<file path="config.mk">
export PLATFORM = sky130hd
export DESIGN_NAME = rom_bank_mapper_with_overlays_unit
export DESIGN_NICKNAME = d
export VERILOG_FILES = /design/src/rbm_pkg.sv /design/src/rbm_regs.sv /design/src/rbm_xlate.sv /design/src/rom_bank_mapper_with_overlays_unit.sv
export SDC_FILE = /design/constraint.sdc
export NUM_CORES = 1
export LEC_CHECK = 0
export ABC_CLOCK_PERIOD_IN_PS = 3050
export BUFFER_PORTS_ARGS = -buffer_cell sky130_fd_sc_hd__buf_2
export CORE_MARGIN = 10
export CORE_UTILIZATION = 50
export DETAILED_ROUTE_END_ITERATION = 10
export PLACE_DENSITY = 0.73
export SETUP_SLACK_MARGIN = 0.5
export SKIP_CTS_REPAIR_TIMING = 1
export SLEW_MARGIN = 40
export SYNTH_ARGS = -nofsm -noshare
export SYNTH_HDL_FRONTEND = slang
export SYNTH_SLANG_ARGS = --single-unit
</file>
<file path="constraint.sdc">
create_clock -name clk -period 3.05 [get_ports clk]
set_clock_uncertainty 0.2 [all_clocks]
set_input_delay 0.4575 -clock clk [delete_from_list [all_inputs] [get_ports clk]]
set_output_delay 0.4575 -clock clk [all_outputs]
set_load 0.01 [all_outputs]
</file>
<file path="src/rbm_pkg.sv">
// ----------------------------------------------------------------------------
// rbm_pkg
// Shared types and constants for the cartridge bank mapper.
// ----------------------------------------------------------------------------
`default_nettype none

package rbm_pkg;

	// field widths
	localparam int unsigned OP_W       = 2;
	localparam int unsigned ADDR_W     = 22;
	localparam int unsigned DATA_W     = 8;
	localparam int unsigned TADDR_W    = 23;
	localparam int unsigned PAGE_W     = 4;
	localparam int unsigned NUM_BANKS  = 7;
	localparam int unsigned BANK_OFS_W = 19;

	// default shift of a page number into the ROM address
	localparam int unsigned PAGE_BITS_DEF = 19;

	// reset value of the ROM mask
	localparam logic [TADDR_W-1:0] ROM_MASK_RST = 23'h7f_ffff;

	// bus item kinds
	typedef enum logic [OP_W-1:0] {
		OP_REG_WR = 2'd0,
		OP_READ   = 2'd1,
		OP_WRITE  = 2'd2,
		OP_NONE   = 2'd3
	} op_t;

	// result target kinds
	typedef enum logic [1:0] {
		TGT_ROM  = 2'd0,
		TGT_SRAM = 2'd1,
		TGT_PCM  = 2'd2,
		TGT_NONE = 2'd3
	} target_t;

	// mapper register indexes
	localparam logic [3:0] REG_CTRL = 4'h0;
	localparam logic [3:0] REG_LAST = 4'hf;

	// control register bits
	localparam int unsigned CTRL_UNLOCK_BIT = 7;
	localparam int unsigned CTRL_WREN_BIT   = 5;

	// last bank overlay selections
	localparam logic [DATA_W-1:0] SEL_SRAM     = 8'h80;
	localparam logic [DATA_W-1:0] SEL_PCM      = 8'h81;
	localparam logic [DATA_W-1:0] LAST_SEL_RST = 8'h07;

	// mapper state seen by the translator
	typedef struct packed {
		logic [NUM_BANKS-1:0][PAGE_W-1:0] bank_page;
		logic                             bank0_unlocked;
		logic                             write_en;
		logic [DATA_W-1:0]                last_sel;
	} map_state_t;

endpackage

`default_nettype wire

</file>
<file path="src/rbm_regs.sv">
// ----------------------------------------------------------------------------
// rbm_regs
// Mapper register file: bank pages, bank 0 lock, write enable, last bank select.
// ----------------------------------------------------------------------------
`default_nettype none

module rbm_regs
	import rbm_pkg::*;
(
	input  wire logic              clk,
	input  wire logic              arst_n,
	input  wire logic              wr_en,
	input  wire logic [3:0]        reg_sel,
	input  wire logic [DATA_W-1:0] wr_data,
	output map_state_t             map
);

	logic [NUM_BANKS-1:0][PAGE_W-1:0] bank_page_q;
	logic                             bank0_unlocked_q;
	logic                             write_en_q;
	logic [DATA_W-1:0]                last_sel_q;
	logic [2:0]                       bank_idx;
	logic                             page_wr;

	// odd registers 1 to 13 address banks 0 to 6; bank 0 only while unlocked
	always_comb begin
		bank_idx = reg_sel[3:1];
		page_wr  = wr_en && reg_sel[0] && (reg_sel != REG_LAST)
		           && ((bank_idx != 3'd0) || bank0_unlocked_q);
	end

	// register updates
	always_ff @(posedge clk or negedge arst_n) begin
		if (!arst_n) begin
			for (int i = 0; i < NUM_BANKS; i++) begin
				bank_page_q[i] <= PAGE_W'(i);
			end
			bank0_unlocked_q <= 1'b0;
			write_en_q       <= 1'b0;
			last_sel_q       <= LAST_SEL_RST;
		end else if (wr_en) begin
			if (reg_sel == REG_CTRL) begin
				bank0_unlocked_q <= wr_data[CTRL_UNLOCK_BIT];
				write_en_q       <= wr_data[CTRL_UNLOCK_BIT] & wr_data[CTRL_WREN_BIT];
			end else if (reg_sel == REG_LAST) begin
				last_sel_q <= wr_data;
			end else if (page_wr) begin
				bank_page_q[bank_idx] <= wr_data[PAGE_W-1:0];
			end
		end
	end

	assign map.bank_page      = bank_page_q;
	assign map.bank0_unlocked = bank0_unlocked_q;
	assign map.write_en       = write_en_q;
	assign map.last_sel       = last_sel_q;

endmodule

`default_nettype wire

</file>
<file path="src/rbm_xlate.sv">
// ----------------------------------------------------------------------------
// rbm_xlate
// Address translation of one bus item against the current mapper state.
// ----------------------------------------------------------------------------
`default_nettype none

module rbm_xlate
	import rbm_pkg::*;
#(
	parameter int unsigned PAGE_BITS = PAGE_BITS_DEF
)(
	input  wire logic [OP_W-1:0]    op,
	input  wire logic [ADDR_W-1:0]  address,
	input  wire map_state_t         map,
	input  wire logic [TADDR_W-1:0] rom_mask,
	output target_t                 target,
	output logic [TADDR_W-1:0]      target_address,
	output logic                    allowed
);

	localparam int unsigned SUM_W = PAGE_W + PAGE_BITS + 1;

	logic [2:0]        bank;
	logic [PAGE_W-1:0] page;
	logic [SUM_W-1:0]  rom_sum;
	logic [TADDR_W-1:0] rom_addr;
	logic              is_xlate;

	// page for the addressed bank; locked bank 0 shows page 0
	always_comb begin
		bank = address[ADDR_W-1:BANK_OFS_W];
		if (bank == 3'd7) begin
			page = map.last_sel[PAGE_W-1:0];
		end else if ((bank == 3'd0) && !map.bank0_unlocked) begin
			page = '0;
		end else begin
			page = map.bank_page[bank];
		end
		rom_sum  = (SUM_W'(page) << PAGE_BITS) + SUM_W'(address[BANK_OFS_W-1:0]);
		rom_addr = TADDR_W'(rom_sum) & rom_mask;
	end

	// target selection
	always_comb begin
		is_xlate       = (op == OP_READ) || (op == OP_WRITE);
		target         = TGT_NONE;
		target_address = '0;
		allowed        = 1'b0;
		if (is_xlate) begin
			allowed = (op == OP_READ) || map.write_en;
			if (bank != 3'd7) begin
				target         = TGT_ROM;
				target_address = rom_addr;
			end else if (map.last_sel == SEL_SRAM) begin
				target         = TGT_SRAM;
				target_address = TADDR_W'(address[15:0]);
			end else if (map.last_sel == SEL_PCM) begin
				target         = TGT_PCM;
				target_address = TADDR_W'(address[13:1]);
			end else begin
				target         = TGT_ROM;
				target_address = rom_addr;
			end
		end
	end

endmodule

`default_nettype wire

</file>
<file path="src/rom_bank_mapper_with_overlays_unit.sv">
// ----------------------------------------------------------------------------
// rom_bank_mapper_with_overlays_unit
// Cartridge bank mapper with SRAM and PCM overlays on the last 512K bank.
// ----------------------------------------------------------------------------
// Takes one bus item per clock while the output is not stalled and returns one
// result per item. Items pass an input register and a result register with the
// translation between them; a mapper register write updates the mapper state as
// it leaves the input register, so the very next item already sees it. rom_mask
// may be written only while idle.
`default_nettype none

module rom_bank_mapper_with_overlays_unit
	import rbm_pkg::*;
#(
	parameter int unsigned PAGE_BITS = PAGE_BITS_DEF
)(
	input  wire logic               clk,
	input  wire logic               arst_n,
	// configuration
	input  wire logic               cfg_write,
	input  wire logic [TADDR_W-1:0] cfg_wdata,
	// input channel
	input  wire logic               in_valid,
	output logic                    in_stall,
	input  wire logic [OP_W-1:0]    op,
	input  wire logic [ADDR_W-1:0]  address,
	input  wire logic [DATA_W-1:0]  data,
	// output channel
	output logic                    out_valid,
	input  wire logic               out_stall,
	output logic [1:0]              target,
	output logic [TADDR_W-1:0]      target_address,
	output logic                    allowed
);

	logic [TADDR_W-1:0] rom_mask_q;
	logic               valid_s1;
	logic [OP_W-1:0]    op_s1;
	logic [ADDR_W-1:0]  address_s1;
	logic [DATA_W-1:0]  data_s1;
	logic               valid_s2;
	target_t            target_s2;
	logic [TADDR_W-1:0] target_address_s2;
	logic               allowed_s2;
	logic               advance;
	logic               in_xfer;
	logic               reg_wr;
	map_state_t         map;
	target_t            xl_target;
	logic [TADDR_W-1:0] xl_address;
	logic               xl_allowed;

	// flow control
	assign advance  = !valid_s2 || !out_stall;
	assign in_stall = valid_s1 && !advance;
	assign in_xfer  = in_valid && !in_stall;
	assign reg_wr   = valid_s1 && advance && (op_s1 == OP_REG_WR);

	// rom mask register
	always_ff @(posedge clk or negedge arst_n) begin
		if (!arst_n) begin
			rom_mask_q <= ROM_MASK_RST;
		end else if (cfg_write) begin
			rom_mask_q <= cfg_wdata;
		end
	end

	// input stage
	always_ff @(posedge clk or negedge arst_n) begin
		if (!arst_n) begin
			valid_s1 <= 1'b0;
		end else if (!in_stall) begin
			valid_s1 <= in_valid;
		end
	end

	always_ff @(posedge clk) begin
		if (in_xfer) begin
			op_s1      <= op;
			address_s1 <= address;
			data_s1    <= data;
		end
	end

	// mapper state
	rbm_regs u_regs (
		.clk     (clk),
		.arst_n  (arst_n),
		.wr_en   (reg_wr),
		.reg_sel (address_s1[3:0]),
		.wr_data (data_s1),
		.map     (map)
	);

	// translation
	rbm_xlate #(
		.PAGE_BITS (PAGE_BITS)
	) u_xlate (
		.op             (op_s1),
		.address        (address_s1),
		.map            (map),
		.rom_mask       (rom_mask_q),
		.target         (xl_target),
		.target_address (xl_address),
		.allowed        (xl_allowed)
	);

	// result stage
	always_ff @(posedge clk or negedge arst_n) begin
		if (!arst_n) begin
			valid_s2 <= 1'b0;
		end else if (advance) begin
			valid_s2 <= valid_s1;
		end
	end

	always_ff @(posedge clk) begin
		if (advance && valid_s1) begin
			target_s2         <= xl_target;
			target_address_s2 <= xl_address;
			allowed_s2        <= xl_allowed;
		end
	end

	assign out_valid      = valid_s2;
	assign target         = target_s2;
	assign target_address = target_address_s2;
	assign allowed        = allowed_s2;

	// an item held in the input stage stays there
	a_s1_hold: assert property (@(posedge clk) disable iff (!arst_n)
		valid_s1 && !advance |=> valid_s1)
		else $error("input stage item lost while stalled");

	// input side only stalls with a full input stage
	a_stall_full: assert property (@(posedge clk) disable iff (!arst_n)
		in_stall |-> valid_s1 && valid_s2 && out_stall)
		else $error("input stalled without a full pipeline");

	// register writes and ignored items are never permitted
	a_none_denied: assert property (@(posedge clk) disable iff (!arst_n)
		out_valid && (target == TGT_NONE) |-> !allowed && (target_address == '0))
		else $error("non-access result carries access fields");

	// pcm register index stays within its window
	a_pcm_range: assert property (@(posedge clk) disable iff (!arst_n)
		out_valid && (target == TGT_PCM) |-> (target_address[TADDR_W-1:13] == '0))
		else $error("pcm register index out of range");

endmodule

`default_nettype wire
</file>
## Yosys cells after proc, flatten, opt, wreduce, memory -nomap -nowiden

Index checks and enable logic that the tools add are counted.

| word-level totals | value |
|---|---|
| memory bits (writable) | 0 |
| latch bits | 0 |
| logic and storage cells | 73 |
| bits of input ports | 60 |
| bits in read-only memories | 0 |
| register bits after elaboration | 121 |
| output and inout bits | 28 |
| memories kept | 0 |

| operators by class | value |
|---|---|
| div/mod/pow operators | 0 |
| reduce and logical (&&, ||, !) cells | 25 |
| mux-type cells | 13 |
| bitwise logic cells | 4 |
| equal/unequal tests | 8 |
| $add $sub $neg | 1 |
| magnitude comparators | 3 |
| shift operators | 0 |
| multipliers | 0 |

Operators with widths:

| operator | number |
|---|---|
| $mux W23 | 3 |
| $bwmux W28 | 1 |
| $add A23 B19 Y23 | 1 |
| $and A23 B23 Y23 | 1 |
| $eq A8 B8 Y1 const B | 2 |
| $mux W4 | 4 |
| $bmux W4 S3 | 1 |
| $demux W4 S3 | 1 |
| $logic_and A1 B1 Y1 | 9 |
| $lt A3 B4 Y1 const B | 2 |
| $mux W2 | 3 |
| $logic_not A1 Y1 | 5 |
| $eq A4 B4 Y1 const B | 1 |
| $logic_not A4 Y1 | 1 |
| $logic_or A1 B1 Y1 | 4 |
| $ne A4 B4 Y1 const B | 1 |
| $reduce_and A4 Y1 | 1 |
| $eq A3 B3 Y1 const B | 1 |
| $ge A3 B1 Y1 const B | 1 |
| $logic_not A3 Y1 | 1 |
| $ne A3 B3 Y1 const B | 1 |
| $reduce_and A3 Y1 | 1 |
| $reduce_bool A3 Y1 | 1 |
| $eq A2 B1 Y1 const B | 1 |
| 5 further kinds | 6 |

## Logic depth before layout (Yosys ltp)

| logic depth | value |
|---|---|
| word-level depth | 9 |
| gate-level depth with buffers | 6 |
| depth with buffers taken out | 4 |

## Hierarchy

Synthesis repeated with hierarchy kept, for this count alone.

| second synthesis, totals | value |
|---|---|
| cell total of the unflattened synthesis | 334 |
| area total of the unflattened synthesis | 5152.4 um2 |

Modules (own cells, without submodules):

| module | seq. area each (um2) | cells an instance | times used | area an instance (um2) |
|---|---|---|---|---|
| rom_bank_mapper_with_overlays_unit | 2396.0 | 117 | 1 | 2725.1 |
| rbm_regs | 965.9 | 96 | 1 | 1506.4 |
| rbm_xlate | 0.0 | 121 | 1 | 920.9 |

## Worst setup path after synthesis

OpenSTA, ideal clock, no wires.

| timing | value |
|---|---|
| path type | reg2reg |
| start point | register valid_s2, in the netlist out_valid |
| end point | register u_regs.last_sel_q[3] |
| arrival time | 2.253 ns |
| slack | 0.472 ns |
| buffers on the path | 0 |
| stages on the path, launching flop included | 4 |
| setup time | 0.125 ns |
| period minus slack after synthesis | 2.578 ns |
| required time | 2.725 ns |
| cells stage by stage | dfrtp_1 -> a21boi_2 -> nand4_2 -> mux2_2 |

| between the ends | value |
|---|---|
| cells in the longest elaborated chain, start to end | 5 |

RTL lines:

| item | RTL line | text |
|---|---|---|
| from (decl) | rom_bank_mapper_with_overlays_unit.sv:41 | `logic valid_s2;` |
| from (signal assigned) | rom_bank_mapper_with_overlays_unit.sv:113 | `valid_s2 <= valid_s1;` |
| $logic_not A1 Y1 | rom_bank_mapper_with_overlays_unit.sv:54 | `assign advance = !valid_s2 \|\| !out_stall;` |
| $logic_or A1 B1 Y1 | rom_bank_mapper_with_overlays_unit.sv:54 |  |
| $logic_and A1 B1 Y1 (2 in a row) | rom_bank_mapper_with_overlays_unit.sv:57 | `assign reg_wr = valid_s1 && advance && (op_s1 == OP_REG_WR);` |
| $reduce_and A3 Y1 (no line) | - |  |
| to (signal assigned) | rbm_regs.sv:46 | `last_sel_q <= wr_data;` |
| to (decl) | rbm_regs.sv:21 | `logic [DATA_W-1:0] last_sel_q;` |

No other way between the ends.
A chain may end at the register's enable or synchronous reset.

## Worst setup path after layout

| timing | value |
|---|---|
| start point | register address_s1[21] |
| end point | register target_address_s2[9], in the netlist target_address[9] (data pin) |

| between the ends | value |
|---|---|
| cells in the longest elaborated chain, start to end | 2 |

RTL lines:

| item | RTL line | text |
|---|---|---|
| from (decl) | rom_bank_mapper_with_overlays_unit.sv:39 | `logic [ADDR_W-1:0] address_s1;` |
| from (signal assigned) | rom_bank_mapper_with_overlays_unit.sv:80 | `address_s1 <= address;` |
| $ne A3 B3 Y1 | rbm_xlate.sv:51 | `if (bank != 3'd7) begin` |
| $mux W23 | rbm_xlate.sv:51 |  |
| to (signal assigned) | rom_bank_mapper_with_overlays_unit.sv:120 | `target_address_s2 <= xl_address;` |
| to (decl) | rom_bank_mapper_with_overlays_unit.sv:43 | `logic [TADDR_W-1:0] target_address_s2;` |

No other way between the ends.

==> impl_metrics.py <==
metrics = {
    "floorplanning": {
        "fp-row-count": 37,
        "core_area_sq_um": 10300,
        "die_w_microns": 123,
        "die-area_sq_um": 15100,
        "io_pins": 88,
        "initial_utilization_pct": 51.1,
        "die_h_microns": 123,
    },
    "sta": {
        "grt_setup_unrepaired": "no",
        "slew_headroom_pct": 45.1,
        "post-route-min-period_ps": 2440,
        "fmax_ghz": 0.410,
        "setup_viol_count_final": 0,
        "tns_ps": 0,
        "maxSlewViolCount": 0,
        "post-route-period-util_pct": 79.9,
        "finalHoldViolCount": 0,
        "holdWs_ps": 19.5,
        "tightest_slew_ps": 823,
    },
    "critical_path": {
        "cp-end-kind": "register",
        "critical_path.top_delay_family": "simple AND/OR/NAND/NOR gates",
        "setup.worst_path.start_class": "register",
        "cp_slowest_cell": "or4b_1",
        "crit_type": "reg2reg",
        "slowest_delay_ps": 850,
        "cp_max_fo": 16,
        "cp_num_buf_inv": 0,
        "worstPathArrival_ps": 2610,
        "cp.required_ps": 3230,
        "crit_path_cell_trace": "or4b_1, nor4_1, o21a_1",
    },
    "detailed_routing": {
        "wl_per_cell_microns": 19.3,
        "drc": 0,
        "wl_microns": 12600,
        "vias": 3611,
        "drt.antenna.violating_nets": 0,
        "drtIter0Drc": 204,
        "firstDrtPassIters": 5,
        "vias_per_cell": 5.51,
    },
    "flow_run": {
        "cap_viol_max_count": 0,
    },
    "synthesis": {
        "avgSynthCellArea_sq_um": 15.0,
        "ys_types": 38,
        "synth_top_flop_cell": "edfxtp_1",
        "ys_seq_area_share_pct": 63.7,
        "syn_nets": 413,
        "yosys_warnings": 0,
        "synth_cells": 351,
        "synth_edf_count": 58,
        "ys_seq_elements": 121,
        "synthesis.area_sq_um": 5280,
        "async_flop_share_pct": 52.1,
    },
    "pwr": {
        "peakVddDrop_mv": 0.342,
        "p_leak_nw": 2.93,
        "p_per_area_nw_per_um2": 637,
    },
    "global_routing": {
        "antenna_found_initial": 0,
        "grt_max_degree": 64,
        "grt_pass1_vias": 3666,
        "gr-total-overflow": 0,
        "grt.total_usage_pct": 16.5,
        "grt_first_pass_wirelength_microns": 19300,
    },
    "hold_path": {
        "hold_path.class": "in2reg",
    },
    "layout": {
        "utilization_pct": 68.4,
        "instances_no_fill": 655,
        "post-route-cell-area_sq_um": 7060,
        "final_nets": 568,
        "diodes": 0,
        "syn2layout_area_growth_pct": 33.8,
        "drive_above_1_share_pct": 45.7,
    },
    "place": {
        "dp_hpwl_microns": 8090,
        "place_inst": 561,
        "gp_congestion": 0.824,
        "dpl_cell_area_sq_um": 5870,
        "io_buffers": 87,
    },
    "cts": {
        "cts-root-buf": "clkbuf_8",
        "numClockSinks": 121,
        "cts-htree-levels": 4,
        "clk_path_buf_depth": 2,
        "insertion_delay_ps": 510,
        "path_clk_slew_ps": 60,
        "cts_made_buffers": 17,
        "cts_tree": "yes",
    },
    "run_status": {
        "status": "complete, no violations",
    },
}
routing by layer:
metal | routed length, microns | global-route usage (%) | vias up
met2 | 6430 | 28.1 | 123
met1 | 5260 | 19.4 | 1805
li1 | - | - | 1666
met3 | 734 | 4.91 | 17
met5 | 0 | 0 | -
met4 | 199 | 5.96 | 0
through the flow:
step | worst slack, ps | total power [mW]
finish | 613 | 4.50
global route | 461 | 4.67
CTS | 599 | 4.46
detailed placement | 615 | 2.53
global placement | 647 | 2.51
floorplan | 903 | 2.34
cells by family after synthesis:
logic type | share of synthesized area, %
compound gates | 6.59
fa+ha+maj | 0.474
buf+inv | 2.18
flops | 63.7
mux | 17.9
simple gates | 9.17
layout by cell type (no fill, tap or decap), types with 2 or more instances in the layout:
master and instances:
buf_2 87, mux2_2 60, edfxtp_1 58, dlygate4sd3_1 57, dfstp_2 35, dfrtp_1 28, mux2i_1 18, nand2_1 18
clkbuf_16 17, o21a_1 14, a31oi_1 13, buf_4 11, nand4_1 10, and2_1 7, a21oi_1 7, nor4_2 7
nor4_1 6, nor2b_1 5, inv_1 5, mux4_2 4, nand3b_1 4, a221oi_1 4, o2111a_1 4, clkbuf_8 4
clkinv_2 4, nor2_1 3, o31ai_1 3, and4_1 3, clkbuf_1 3, nand2b_1 2, ha_1 2, bufinv_16 2
area by class of cell:
cell class / instances / area, sq um
Sequential cell: 121 / 3360
Timing Repair Buffer: 157 / 1120
Fill cell: 707 / 3260
Multi-Input combinational cell: 204 / 1810
Tap cell: 136 / 170
Inverter: 5 / 18.8
Clock buffer: 24 / 492
Clock inverter: 8 / 91.3
report_power, final:
group          internal (mW)  total [mW]  switching (mW)
clock network           1.27        1.92           0.658
registers               1.93        2.04           0.116
logic                  0.273       0.530           0.257
Yosys cell counts, types with 5 or more instances:
master,count,area [sq um]
buf_2,8,40.0
dfstp_2,35,920
o21a_1,14,105
a21oi_1,7,35.0
a31oi_1,13,81.3
nor2b_1,5,31.3
nor4_2,7,87.6
clkbuf_1,8,30.0
dfrtp_1,28,701
inv_1,5,18.8
mux2_2,60,676
nand4_1,10,62.6
and2_1,7,43.8
nor4_1,6,37.5
mux2i_1,18,180
edfxtp_1,58,1740
nand2_1,18,67.6
worst reg2reg max path, stage by stage (launching register included):
cell and delay (ps):
edfxtp_1 640, or4b_1 850, nor4_1 450, o21a_1 160
worst paths after layout:
| path | endpoint | start | depth (start not counted) | slack [ps] |
|---|---|---|---|---|
| worst max-delay path | target_address[9] | address_s1[21] | 3 | 610 |
| worst min-delay path | out_valid | out_stall | 2 | 20 |
| max in group asynchronous | u_regs.map[10] | arst_n | 3 | 1880 |
| worst min register to register | out_valid | valid_s1 | 1 | 270 |
| min in group asynchronous | valid_s1 | arst_n | 3 | 350 |
| worst max register to register | target_address[9] | address_s1[21] | 3 | 610 |
flip-flops by register name, indices dropped and copies added (netlist names):
register / count
u_regs.bank0_unlocked_q: 1
address_s1: 22
u_regs.last_sel_q: 8
op_s1: 2
target: 2
u_regs.map: 28
valid_s1: 1
rom_mask_q: 23
data_s1: 8
out_valid: 1
target_address: 23
allowed: 1
u_regs.write_en_q: 1
Note: power is estimated with default switching activity, not from simulation.
